==> src/rtl/sfcp_pkg.sv <==
`default_nettype none

package sfcp_pkg;

    localparam int unsigned FRAME_BYTES = 64;
    localparam int unsigned POS_W       = 7;

    // byte positions within a frame
    localparam logic [POS_W-1:0] POS_WORD_START = 7'd4;
    localparam logic [POS_W-1:0] POS_AIR_INDEX  = 7'd58;
    localparam logic [POS_W-1:0] POS_VERSION    = 7'd60;
    localparam logic [POS_W-1:0] POS_ERROR      = 7'd61;
    localparam logic [POS_W-1:0] POS_SUM_END    = 7'd62;
    localparam logic [POS_W-1:0] POS_LAST       = 7'd63;
    localparam logic [POS_W-1:0] POS_IDLE       = 7'd64;

    // field codes of the trailing byte fields
    localparam logic [4:0] CODE_AIR_INDEX = 5'd19;
    localparam logic [4:0] CODE_VERSION   = 5'd20;
    localparam logic [4:0] CODE_ERROR     = 5'd21;

    typedef struct packed {
        logic       done;
        logic       ok;
        logic [7:0] index_byte;
        logic [7:0] version_byte;
        logic [7:0] error_byte;
    } t_rx_status;

endpackage

`default_nettype wire

==> src/rtl/sfcp_word_mem.sv <==
`default_nettype none

module sfcp_word_mem #(
    parameter int unsigned DEPTH = 19,
    parameter int unsigned AW    = 5
) (
    input  wire logic          i_clk,
    input  wire logic          i_wr_en,
    input  wire logic [AW-1:0] i_wr_addr,
    input  wire logic [15:0]   i_wr_data,
    input  wire logic [AW-1:0] i_rd_addr,
    output logic      [15:0]   o_rd_data
);

    logic [15:0] r_mem [DEPTH];
    logic [15:0] r_rd_data;

    always_ff @(posedge i_clk) begin
        if (i_wr_en) begin
            r_mem[i_wr_addr] <= i_wr_data;
        end
        r_rd_data <= r_mem[i_rd_addr];
    end

    assign o_rd_data = r_rd_data;

endmodule

`default_nettype wire

==> src/rtl/sfcp_frame_rx.sv <==
`default_nettype none

module sfcp_frame_rx #(
    parameter int unsigned WORD_COUNT = 19,
    parameter int unsigned AW         = 5
) (
    input  wire logic                 i_clk,
    input  wire logic                 i_rst_n,
    input  wire logic                 i_acc,
    input  wire logic [7:0]           i_rx_byte,
    input  wire logic                 i_frame_start,
    output logic                      o_at_last,
    output logic                      o_wr_en,
    output logic [AW-1:0]             o_wr_addr,
    output logic [15:0]               o_wr_data,
    output sfcp_pkg::t_rx_status      o_status
);

    localparam logic [sfcp_pkg::POS_W-1:0] WORD_END =
        sfcp_pkg::POS_WORD_START + sfcp_pkg::POS_W'(2 * WORD_COUNT);

    logic [sfcp_pkg::POS_W-1:0] r_pos, n_pos;
    logic [15:0]                r_sum, n_sum;
    logic [7:0]                 r_high, r_index, r_version, r_error, r_sum_high;
    logic [sfcp_pkg::POS_W-1:0] pos;
    logic [sfcp_pkg::POS_W-1:0] off;
    logic [15:0]                sum_base;
    logic                       active;
    logic                       in_words;

    assign pos      = i_frame_start ? '0 : r_pos;
    assign sum_base = i_frame_start ? 16'd0 : r_sum;
    assign active   = i_acc && (i_frame_start || (r_pos < sfcp_pkg::POS_IDLE));
    assign off      = pos - sfcp_pkg::POS_WORD_START;
    assign in_words = (pos >= sfcp_pkg::POS_WORD_START) && (pos < WORD_END);

    // the offered byte would close the frame
    assign o_at_last = !i_frame_start && (r_pos == sfcp_pkg::POS_LAST);

    always_comb begin
        n_pos = r_pos;
        n_sum = r_sum;
        if (active) begin
            n_pos = pos + 1'b1;
            n_sum = (pos < sfcp_pkg::POS_SUM_END) ? sum_base + {8'd0, i_rx_byte} : sum_base;
        end
    end

    always_ff @(posedge i_clk) begin
        if (!i_rst_n) begin
            r_pos      <= sfcp_pkg::POS_IDLE;
            r_sum      <= '0;
            r_high     <= '0;
            r_index    <= '0;
            r_version  <= '0;
            r_error    <= '0;
            r_sum_high <= '0;
        end else begin
            r_pos <= n_pos;
            r_sum <= n_sum;
            if (active) begin
                if (in_words && !off[0]) r_high <= i_rx_byte;
                if (pos == sfcp_pkg::POS_AIR_INDEX) r_index   <= i_rx_byte;
                if (pos == sfcp_pkg::POS_VERSION)   r_version <= i_rx_byte;
                if (pos == sfcp_pkg::POS_ERROR)     r_error   <= i_rx_byte;
                if (pos == sfcp_pkg::POS_SUM_END)   r_sum_high <= i_rx_byte;
            end
        end
    end

    // odd offset in the word area completes a big-endian word
    assign o_wr_en   = active && in_words && off[0];
    assign o_wr_addr = AW'(off[sfcp_pkg::POS_W-1:1]);
    assign o_wr_data = {r_high, i_rx_byte};

    always_comb begin
        o_status.done         = active && (pos == sfcp_pkg::POS_LAST);
        o_status.ok           = ({r_sum_high, i_rx_byte} == r_sum);
        o_status.index_byte   = r_index;
        o_status.version_byte = r_version;
        o_status.error_byte   = r_error;
    end

endmodule

`default_nettype wire

==> src/rtl/sfcp_emit_seq.sv <==
`default_nettype none

module sfcp_emit_seq #(
    parameter int unsigned WORD_COUNT = 19,
    parameter int unsigned AW         = 5
) (
    input  wire logic                 i_clk,
    input  wire logic                 i_rst_n,
    input  wire sfcp_pkg::t_rx_status i_status,
    input  wire logic [15:0]          i_rd_data,
    output logic      [AW-1:0]        o_rd_addr,
    output logic                      o_busy,
    output logic                      o_slot_free,
    input  wire logic                 i_out_ready,
    output logic                      o_out_valid,
    output logic [4:0]                o_field_index,
    output logic [15:0]               o_field_value,
    output logic                      o_checksum_ok,
    output logic                      o_last
);

    localparam logic [4:0] LAST_WORD = 5'(WORD_COUNT - 1);

    typedef enum logic [1:0] {
        S_IDLE,
        S_FETCH,
        S_PUSH
    } t_state;

    t_state      r_state;
    logic [4:0]  r_idx;
    logic        r_out_valid;
    logic [4:0]  r_field_index;
    logic [15:0] r_field_value;
    logic        r_checksum_ok;
    logic        r_last;
    logic        slot_free;
    logic        is_word;
    logic [15:0] push_value;
    logic [4:0]  next_idx;

    assign slot_free = !r_out_valid || i_out_ready;
    assign is_word   = (r_idx <= LAST_WORD);
    assign next_idx  = (r_idx == LAST_WORD) ? sfcp_pkg::CODE_AIR_INDEX : r_idx + 5'd1;
    assign o_rd_addr = is_word ? AW'(r_idx) : '0;

    always_comb begin
        case (r_idx)
            sfcp_pkg::CODE_AIR_INDEX: push_value = {8'd0, i_status.index_byte};
            sfcp_pkg::CODE_VERSION:   push_value = {8'd0, i_status.version_byte};
            sfcp_pkg::CODE_ERROR:     push_value = {8'd0, i_status.error_byte};
            default:                  push_value = i_rd_data;
        endcase
    end

    always_ff @(posedge i_clk) begin
        if (!i_rst_n) begin
            r_state     <= S_IDLE;
            r_idx       <= '0;
            r_out_valid <= 1'b0;
        end else begin
            if (i_out_ready) r_out_valid <= 1'b0;
            case (r_state)
                S_IDLE: begin
                    if (i_status.done) begin
                        if (i_status.ok) begin
                            r_idx   <= '0;
                            r_state <= S_FETCH;
                        end else begin
                            // checksum failure: one result, slot known free
                            r_out_valid   <= 1'b1;
                            r_field_index <= '0;
                            r_field_value <= '0;
                            r_checksum_ok <= 1'b0;
                            r_last        <= 1'b1;
                        end
                    end
                end
                S_FETCH: begin
                    r_state <= S_PUSH;
                end
                S_PUSH: begin
                    if (slot_free) begin
                        r_out_valid   <= 1'b1;
                        r_field_index <= r_idx;
                        r_field_value <= push_value;
                        r_checksum_ok <= 1'b1;
                        r_last        <= (r_idx == sfcp_pkg::CODE_ERROR);
                        r_idx         <= next_idx;
                        if (r_idx == sfcp_pkg::CODE_ERROR) begin
                            r_state <= S_IDLE;
                        end else if (next_idx <= LAST_WORD) begin
                            r_state <= S_FETCH;
                        end
                    end
                end
                default: r_state <= S_IDLE;
            endcase
        end
    end

    assign o_busy        = (r_state != S_IDLE);
    assign o_slot_free   = slot_free;
    assign o_out_valid   = r_out_valid;
    assign o_field_index = r_field_index;
    assign o_field_value = r_field_value;
    assign o_checksum_ok = r_checksum_ok;
    assign o_last        = r_last;

endmodule

`default_nettype wire

==> src/rtl/sensor_frame_checksum_parser_top.sv <==
// Checksummed sensor frame parser.
// Input channel (i_in_valid / o_in_ready): one frame byte per item, with
// i_frame_start marking byte 0. Bytes outside a frame are dropped; a start
// in mid-frame abandons the frame in progress without any result.
// Output channel (o_out_valid / i_out_ready): field results. After byte 63
// a frame with a matching 16-bit sum gives WORD_COUNT word results, then
// the air index, version and error bytes (codes 19, 20, 21), last on the
// error result; a mismatch gives a single result with checksum_ok low.
// The failure result is registered in the cycle after byte 63 is taken;
// on success the sequencer steps through its fetch and push states before
// the first result is registered. Receiving takes one byte per cycle while
// input is not held off. Emission reads each word from the word memory,
// then loads it into the output register, and loads each byte field
// directly; input is held off throughout emission.
// A stalled receiver holds the output register and the sequencer waits;
// byte 63 is also held off while an earlier result is still pending.
// Reset (synchronous, active low) returns to idle waiting for a start and
// drops any pending result; the word memory is not cleared.
`default_nettype none

module sensor_frame_checksum_parser_top #(
    parameter int unsigned WORD_COUNT = 19
) (
    input  wire logic        i_clk,
    input  wire logic        i_rst_n,
    input  wire logic        i_in_valid,
    output logic             o_in_ready,
    input  wire logic [7:0]  i_rx_byte,
    input  wire logic        i_frame_start,
    output logic             o_out_valid,
    input  wire logic        i_out_ready,
    output logic [4:0]       o_field_index,
    output logic [15:0]      o_field_value,
    output logic             o_checksum_ok,
    output logic             o_last
);

    localparam int unsigned AW = (WORD_COUNT > 1) ? $clog2(WORD_COUNT) : 1;

    sfcp_pkg::t_rx_status rx_status;
    logic                 acc;
    logic                 busy;
    logic                 slot_free;
    logic                 wr_en;
    logic [AW-1:0]        wr_addr;
    logic [15:0]          wr_data;
    logic [AW-1:0]        rd_addr;
    logic [15:0]          rd_data;
    logic                 at_last_pos;

    // hold off byte 63 until the output register can take a failure result
    assign o_in_ready  = !busy && (slot_free || !at_last_pos);
    assign acc         = i_in_valid && o_in_ready;

    sfcp_frame_rx #(
        .WORD_COUNT (WORD_COUNT),
        .AW         (AW)
    ) u_rx (
        .i_clk         (i_clk),
        .i_rst_n       (i_rst_n),
        .i_acc         (acc),
        .i_rx_byte     (i_rx_byte),
        .i_frame_start (i_frame_start),
        .o_at_last     (at_last_pos),
        .o_wr_en       (wr_en),
        .o_wr_addr     (wr_addr),
        .o_wr_data     (wr_data),
        .o_status      (rx_status)
    );

    sfcp_word_mem #(
        .DEPTH (WORD_COUNT),
        .AW    (AW)
    ) u_mem (
        .i_clk     (i_clk),
        .i_wr_en   (wr_en),
        .i_wr_addr (wr_addr),
        .i_wr_data (wr_data),
        .i_rd_addr (rd_addr),
        .o_rd_data (rd_data)
    );

    sfcp_emit_seq #(
        .WORD_COUNT (WORD_COUNT),
        .AW         (AW)
    ) u_emit (
        .i_clk         (i_clk),
        .i_rst_n       (i_rst_n),
        .i_status      (rx_status),
        .i_rd_data     (rd_data),
        .o_rd_addr     (rd_addr),
        .o_busy        (busy),
        .o_slot_free   (slot_free),
        .i_out_ready   (i_out_ready),
        .o_out_valid   (o_out_valid),
        .o_field_index (o_field_index),
        .o_field_value (o_field_value),
        .o_checksum_ok (o_checksum_ok),
        .o_last        (o_last)
    );

endmodule

`default_nettype wire

==> config.mk <==
export PLATFORM = sky130hd
export DESIGN_NAME = sensor_frame_checksum_parser_top
export DESIGN_NICKNAME = d
export VERILOG_FILES = /design/src/rtl/sfcp_pkg.sv /design/src/rtl/sfcp_word_mem.sv /design/src/rtl/sfcp_frame_rx.sv /design/src/rtl/sfcp_emit_seq.sv /design/src/rtl/sensor_frame_checksum_parser_top.sv
export SDC_FILE = /design/constraint.sdc
export NUM_CORES = 1
export LEC_CHECK = 0
export BUFFER_PORTS_ARGS = -buffer_cell sky130_fd_sc_hd__buf_2
export CORE_ASPECT_RATIO = 1.4
export CORE_UTILIZATION = 65
export CTS_BUF_LIST = sky130_fd_sc_hd__clkbuf_4
export CTS_CLUSTER_DIAMETER = 100
export DETAILED_ROUTE_END_ITERATION = 12
export PLACE_DENSITY = 0.9
export SETUP_SLACK_MARGIN = 0.02
export SYNTH_ARGS = -nofsm -noshare
export SYNTH_HDL_FRONTEND = slang
export SYNTH_SLANG_ARGS = --single-unit
==> constraint.sdc <==
create_clock -name i_clk -period 3.35 [get_ports i_clk]
set_input_delay 0.67 -clock i_clk [delete_from_list [all_inputs] [get_ports i_clk]]
set_output_delay 0.67 -clock i_clk [all_outputs]
set_load 0.02 [all_outputs]
==> reports/metrics.yaml, run 1 <==
place_ws_ps: 437
grt_max_degree: 52
vias_per_cell: 6.62
finClkSkew_ps: 68.4
die_y_um: 194
remaining_drc_errors: 0
reg2reg_depth: 8
syn_nets: 1228
hold_slack_ps: 365
seq_area_frac_synth_pct: 67.3
cts_setup_buffers: 0
vdd_drop_max_uv: 330
setup_viol: 0
fin_nets: 1334
syn_to_final_growth_pct: 10.6
cts.path.max_buffers: 3
worstHoldStart: "i_rx_byte[2]"
p_int_mw: 7.53
fin_tns_setup_ps: 0
yosys_most_used_dff: "edfxtp_1"
final_area_mm2: 0.0190
drv_cap: 0
crit_fanout: 20
finalHoldViolCount: 0
synth_top_cells_by_area: "edfxtp_1 57%, dfxtp_1 10%, mux2i_1 5.6%, mux4_2 2.9%, nor2_1 2.4%"
synth_cell_types: 72
die_x_um: 139
synth_top_cells_by_count: "327 x edfxtp_1, 110 x nor2_1, 96 x mux2i_1"
synth_top_area_cell: "edfxtp_1"
ys_ff_latch: 414
cp_data_required_time_ps: 3930
cts_sinks: 414
numCtsBuffers: 88
dp.cells: 1534
dieArea_mm2: 0.0271
status: "completed"
grt_setup_unrepaired: "false"
wirelength_mm: 42.9
start_util_pct: 66.1
max_freq_mhz: 326
syn_area_mm2: 0.0172
synth-edff-count: 327
postRouteAntennaNets: 0
post_route_cells_drive_above_1_share_pct: 20.9
initialDrtViolationCount: 1439
num-fill-cells: 1458
grt_pass1_vias: 11400
drtPass1Iterations: 6
clk_pin_slew_worst_paths_ps: 80
synth_top_area_share_pct: 57.1
grt_overflow: 0
path_class: "flop to flop"
grt_pass1_wl_mm: 64.6
core_mm2: 0.0260
dpl_cell_area_mm2: 0.0178
num_vias: 11200
yosysWarnings: 0
p_comb_share_pct: 2.2
fin_ws_ps: 284
clk_latency_ps: 750
reg2reg_from: "u_emit.r_idx[1]"
p_seq_share_pct: 57.2
cp-startpoint: "u_emit.r_idx[1]"
relSlewSlack_pct: 15.1
root_buffer: "clkbuf_4"
power.share.switching_pct: 21.8
period_share_pct: 91.5
syn_inst: 1194
post_cts_resized: 0
cp-end-kind: "flop"
dpl.hpwl_mm: 27.1
p_leak_nw: 6.37
antenna_found_initial: 1
ff2ff_setup_slack_ps: 280
synth_area_per_cell_um2: 14.4
clkPwrFrac_pct: 40.6
crit_path_end: "u_mem.o_rd_data[5]"
htree_levels: 3
yosysMostFrequentCell: "edfxtp_1"
r2r-end: "u_mem.o_rd_data[5]"
hold_buffers: 0
fin_cells: 1699
fin_crit_ps: 3070
gr-usage-all-layers_pct: 32.3
portBuffers: 37
cp-start-kind: "flop"
power_density_mw_per_mm2: 507
ios: 38
p_sw_mw: 2.10
gp_congestion: 0.895
drv_slew: 0
worstMarginPinSlew_ps: 1260
rows: 70
worstPathArrival_ps: 3650
hp-class: "primary input to flop"
cts_tree: "built"
wl_per_cell_um: 25.3
synthArstFlopShare_pct: 0
==> critical path: stages (launching register included) <==
cell      delay (ps)
dfxtp_1          380
buf_4            300
inv_1            200
nor2_1           320
a31oi_2          100
buf_4            220
nand2b_1         430
o22ai_1          790
o41ai_2          180
==> stage by stage <==
stage | total power, mW | util [%]
3_3_place_gp | 5.82 | 68.5
4_1_cts | 9.65 | 73.1
3_5_place_dp | 5.83 | 68.5
6_report | 9.64 | 73.1
2_1_floorplan | 5.74 | -
5_1_grt | 9.92 | 73.1
==> layer usage <==
layer  track usage, %  up-vias  share of wire [%]  wire length [µm]
met4             22.6        0                6.9              2950
met1             37.4     5436                 34             14400
met2             53.7      815                 50             21400
li1                 -     4838                  -                 -
met5                0        -                  0                 0
met3             6.95      159                9.7              4160
==> registers in the layout, indices dropped and copies added, names as in the netlist <==
signal                flops
u_emit.o_checksum_ok      1
u_emit.o_field_index      5
u_emit.o_field_value     16
u_emit.o_last             1
u_emit.o_out_valid        1
u_emit.r_idx              5
u_emit.r_state            2
u_mem.o_rd_data          16
u_mem.r_mem             304
u_rx.r_error              8
u_rx.r_high               8
u_rx.r_index              8
u_rx.r_pos                7
u_rx.r_sum               16
u_rx.r_sum_high           8
u_rx.r_version            8
==> layout by cell type (no fill, tap or decap), types with 7 or more instances in the layout <==
cell type	n
edfxtp_1	327
clkbuf_4	124
nor2_1	109
mux2i_1	96
dfxtp_1	86
nand2_1	53
o21ai_0	46
buf_4	46
a21oi_1	37
buf_2	37
nand3_1	26
clkinv_1	25
xnor2_1	24
and2_1	23
mux4_2	22
ha_1	20
a211oi_1	18
a211o_1	17
nor2b_1	16
nand4_1	15
o31a_1	15
o22ai_1	15
and3_1	15
inv_1	14
nand2b_1	12
a2111oi_2	11
o21ai_1	10
o41ai_2	10
clkinv_2	10
a222oi_1	8
xor2_1	7
==> cell families after synthesis <==
family	share of synthesized area [%]
xor+xnor	1.58
mux	8.47
fa+ha+maj	1.57
buf+inv	2.26
compound gates	10.1
flops	67.3
simple gates	8.79
==> power by group through the flow <==
| stage | clock network [mW] | registers [mW] | logic, mW |
|---|---|---|---|
| final | 3.91 | 5.51 | 0.208 |
| after detailed placement | 0 | 5.63 | 0.204 |
| after floorplan | 0 | 5.63 | 0.109 |
| after CTS | 3.93 | 5.51 | 0.205 |
| after global routing | 4.18 | 5.51 | 0.223 |
| after global placement | 0 | 5.63 | 0.196 |
==> worst min-delay path by stage <==
| stage | endpoint | cells after the start |
|---|---|---|
| after floorplan | u_rx.r_sum[7] | 2 |
| after global placement | u_rx.r_error[6] | 2 |
| after detailed placement | u_rx.r_version[7] | 2 |
| after CTS | u_mem.r_mem[3][2] | 1 |
| after global routing | u_mem.r_mem[3][2] | 1 |
| final | u_mem.r_mem[3][2] | 1 |
==> area by class of cell <==
class                      count  area, µm²  share of cell area, %
inverter                      16       60.1                  0.316
timing repair buffer          84        551                   2.90
tap                          324        405                   2.13
clock inverter                40        246                   1.30
multi-input combinational    696       5250                   27.6
antenna                        1       2.50                 0.0132
clock buffer                 124        931                   4.90
sequential                   414      11600                   60.8
(Power assumes the default switching activity.)
==> run 2, diff against run 1 <==
- RECOVER_POWER: not set -> 50
==> run 2 against run 1 <==
  * The flow now finishes with violations (capacitance limit, slew limit)
  * Clock skew is 1.7 ps lower
  * Highest routed layer unchanged
  * Register-to-register slack worse by 60 ps
  * Largest cell class unchanged
  * Total power is 0.16% lower
==> reports/metrics.yaml, run 2 (synthesis results as in run 1) <==
violations: "capacitance limit, slew limit"
syn_to_final_growth_pct: 9.91
finalHoldViolCount: 0
clk_pin_slew_worst_paths_ps: 80
wl_per_cell_um: 25.2
final_common_cell: "edfxtp_1"
period_share_pct: 93.4
hp-class: "primary input to flop"
dpl.hpwl_mm: 27.1
vias_per_cell: 6.59
min_to: "u_emit.o_out_valid"
grt_overflow: 0
crit_fanout: 16
worstMarginPinSlew_ps: 1520
drtPass1Iterations: 5
numCtsBuffers: 88
finClkSkew_ps: 66.7
post_route_cells_drive_above_1_share_pct: 17.5
rows: 70
dpl_cell_area_mm2: 0.0178
cts_sinks: 414
path_class: "flop to flop"
antenna_found_initial: 1
relSlewSlack_pct: -1.00
remaining_drc_errors: 0
root_buffer: "clkbuf_4"
r2r-end: "u_rx.r_index[5]"
start_util_pct: 66.1
drv_slew: 25
worstPathArrival_ps: 3730
cp_data_required_time_ps: 3950
initialDrtViolationCount: 1374
power_density_mw_per_mm2: 509
wirelength_mm: 42.9
cts_setup_buffers: 0
cp_slowest_cell: "nand4_1"
multi_input_area_mm2: 0.00521
final_area_mm2: 0.0189
num_vias: 11200
ff2ff_setup_slack_ps: 220
core_mm2: 0.0260
postRouteAntennaNets: 0
htree_levels: 3
gr-usage-all-layers_pct: 32.3
cp-start-kind: "flop"
hold_buffers: 0
fin_util_pct: 72.6
ios: 38
clk_latency_ps: 740
grt_pass1_wl_mm: 64.6
fin_nets: 1334
min_path_cells: 3
path_cells: "or3b_1 > nor3_1 > clkbuf_1 > nand4_1 > mux2i_1 > nor2_1"
fin_tns_setup_ps: 0
crit_buf_inv: 1
totalPowerFinal_mw: 9.62
cts_tree: "built"
cp_slowest_stage_delay_ps: 680
grt_max_degree: 52
reg2reg_depth: 6
die_y_um: 194
mostFrequentLayoutCells: "327 x edfxtp_1, 124 x clkbuf_4, 109 x nor2_1, 96 x mux2i_1, 86 x dfxtp_1"
vdd_drop_max_uv: 330
largest_reg_flops: 304
worstHoldStart: "i_out_ready"
gp_congestion: 0.895
cp_top_family: "simple AND/OR/NAND/NOR gates"
final-seq-area_mm2: 0.0116
setup_viol: 0
max_freq_mhz: 320
reg2reg_from: "u_emit.r_state[1]"
cts.path.max_buffers: 3
cp-end-kind: "flop"
status: "complete, but fails checks"
grt_pass1_vias: 11400
grt_setup_unrepaired: "false"
portBuffers: 37
dieArea_mm2: 0.0271
p_leak_nw: 6.19
largest-register: "u_mem.r_mem"
drv_cap: 1
post_cts_resized: 0
num-fill-cells: 1493
fin_crit_ps: 3130
die_x_um: 139
-- run 2: cell count changes in the layout (fill, tap and decap cells not counted), sizes merged --
cell    change
clkbuf     +41
buf        -41
-- run 2: metrics by stage --
step,std cells,setup slack (ps),hold WS [ps]
2_1_floorplan,1194,215,454
3_3_place_gp,1534,496,471
3_5_place_dp,1534,437,488
4_1_cts,1698,481,314
6_report,1699,223,453
5_1_grt,1699,136,418
-- run 2: report_power, final --
| part | switching, mW | total (mW) | internal [mW] |
|---|---|---|---|
| clock network | 1.94 | 3.91 | 1.97 |
| registers | 0.0126 | 5.52 | 5.50 |
| logic | 0.142 | 0.199 | 0.0567 |
| total | 2.09 | 9.62 | 7.53 |
-- run 2: worst register-to-register path: cells and delay by family (launching register included) --
family                 cells  cell delay (ps)
buffers and inverters      1              590
AND/OR/NAND/NOR            4             1650
flip-flops                 1              400
multiplexers               1              350
-- run 2: worst max path at each step --
stage / from / to / slack, ps / cells past startpoint
2_1_floorplan: i_frame_start / u_emit.o_checksum_ok / 210 / 9
3_3_place_gp: i_frame_start / u_mem.r_mem[15][3] / 500 / 8
3_5_place_dp: i_frame_start / u_rx.r_sum[15] / 440 / 10
4_1_cts: u_rx.r_pos[2] / o_in_ready / 480 / 4
5_1_grt: u_emit.r_state[1] / u_rx.r_high[1] / 140 / 6
6_report: u_emit.r_state[1] / u_rx.r_index[5] / 220 / 6
-- run 2: final cells by class --
type	count	area share (%)
multi-input combinational	696	27.6
clock inverter	40	1.30
sequential	414	61.2
tap	324	2.15
inverter	16	0.318
antenna	1	0.0132
clock buffer	124	4.93
timing repair buffer	84	2.52
-- run 2: per-layer routing --
| metal | up-vias | share of wire, % | track usage, % |
|---|---|---|---|
| met5 | - | 0 | 0 |
| met2 | 754 | 50 | 53.7 |
| li1 | 4843 | - | - |
| met1 | 5426 | 34 | 37.4 |
| met4 | 0 | 6.8 | 22.6 |
| met3 | 169 | 9.4 | 6.95 |
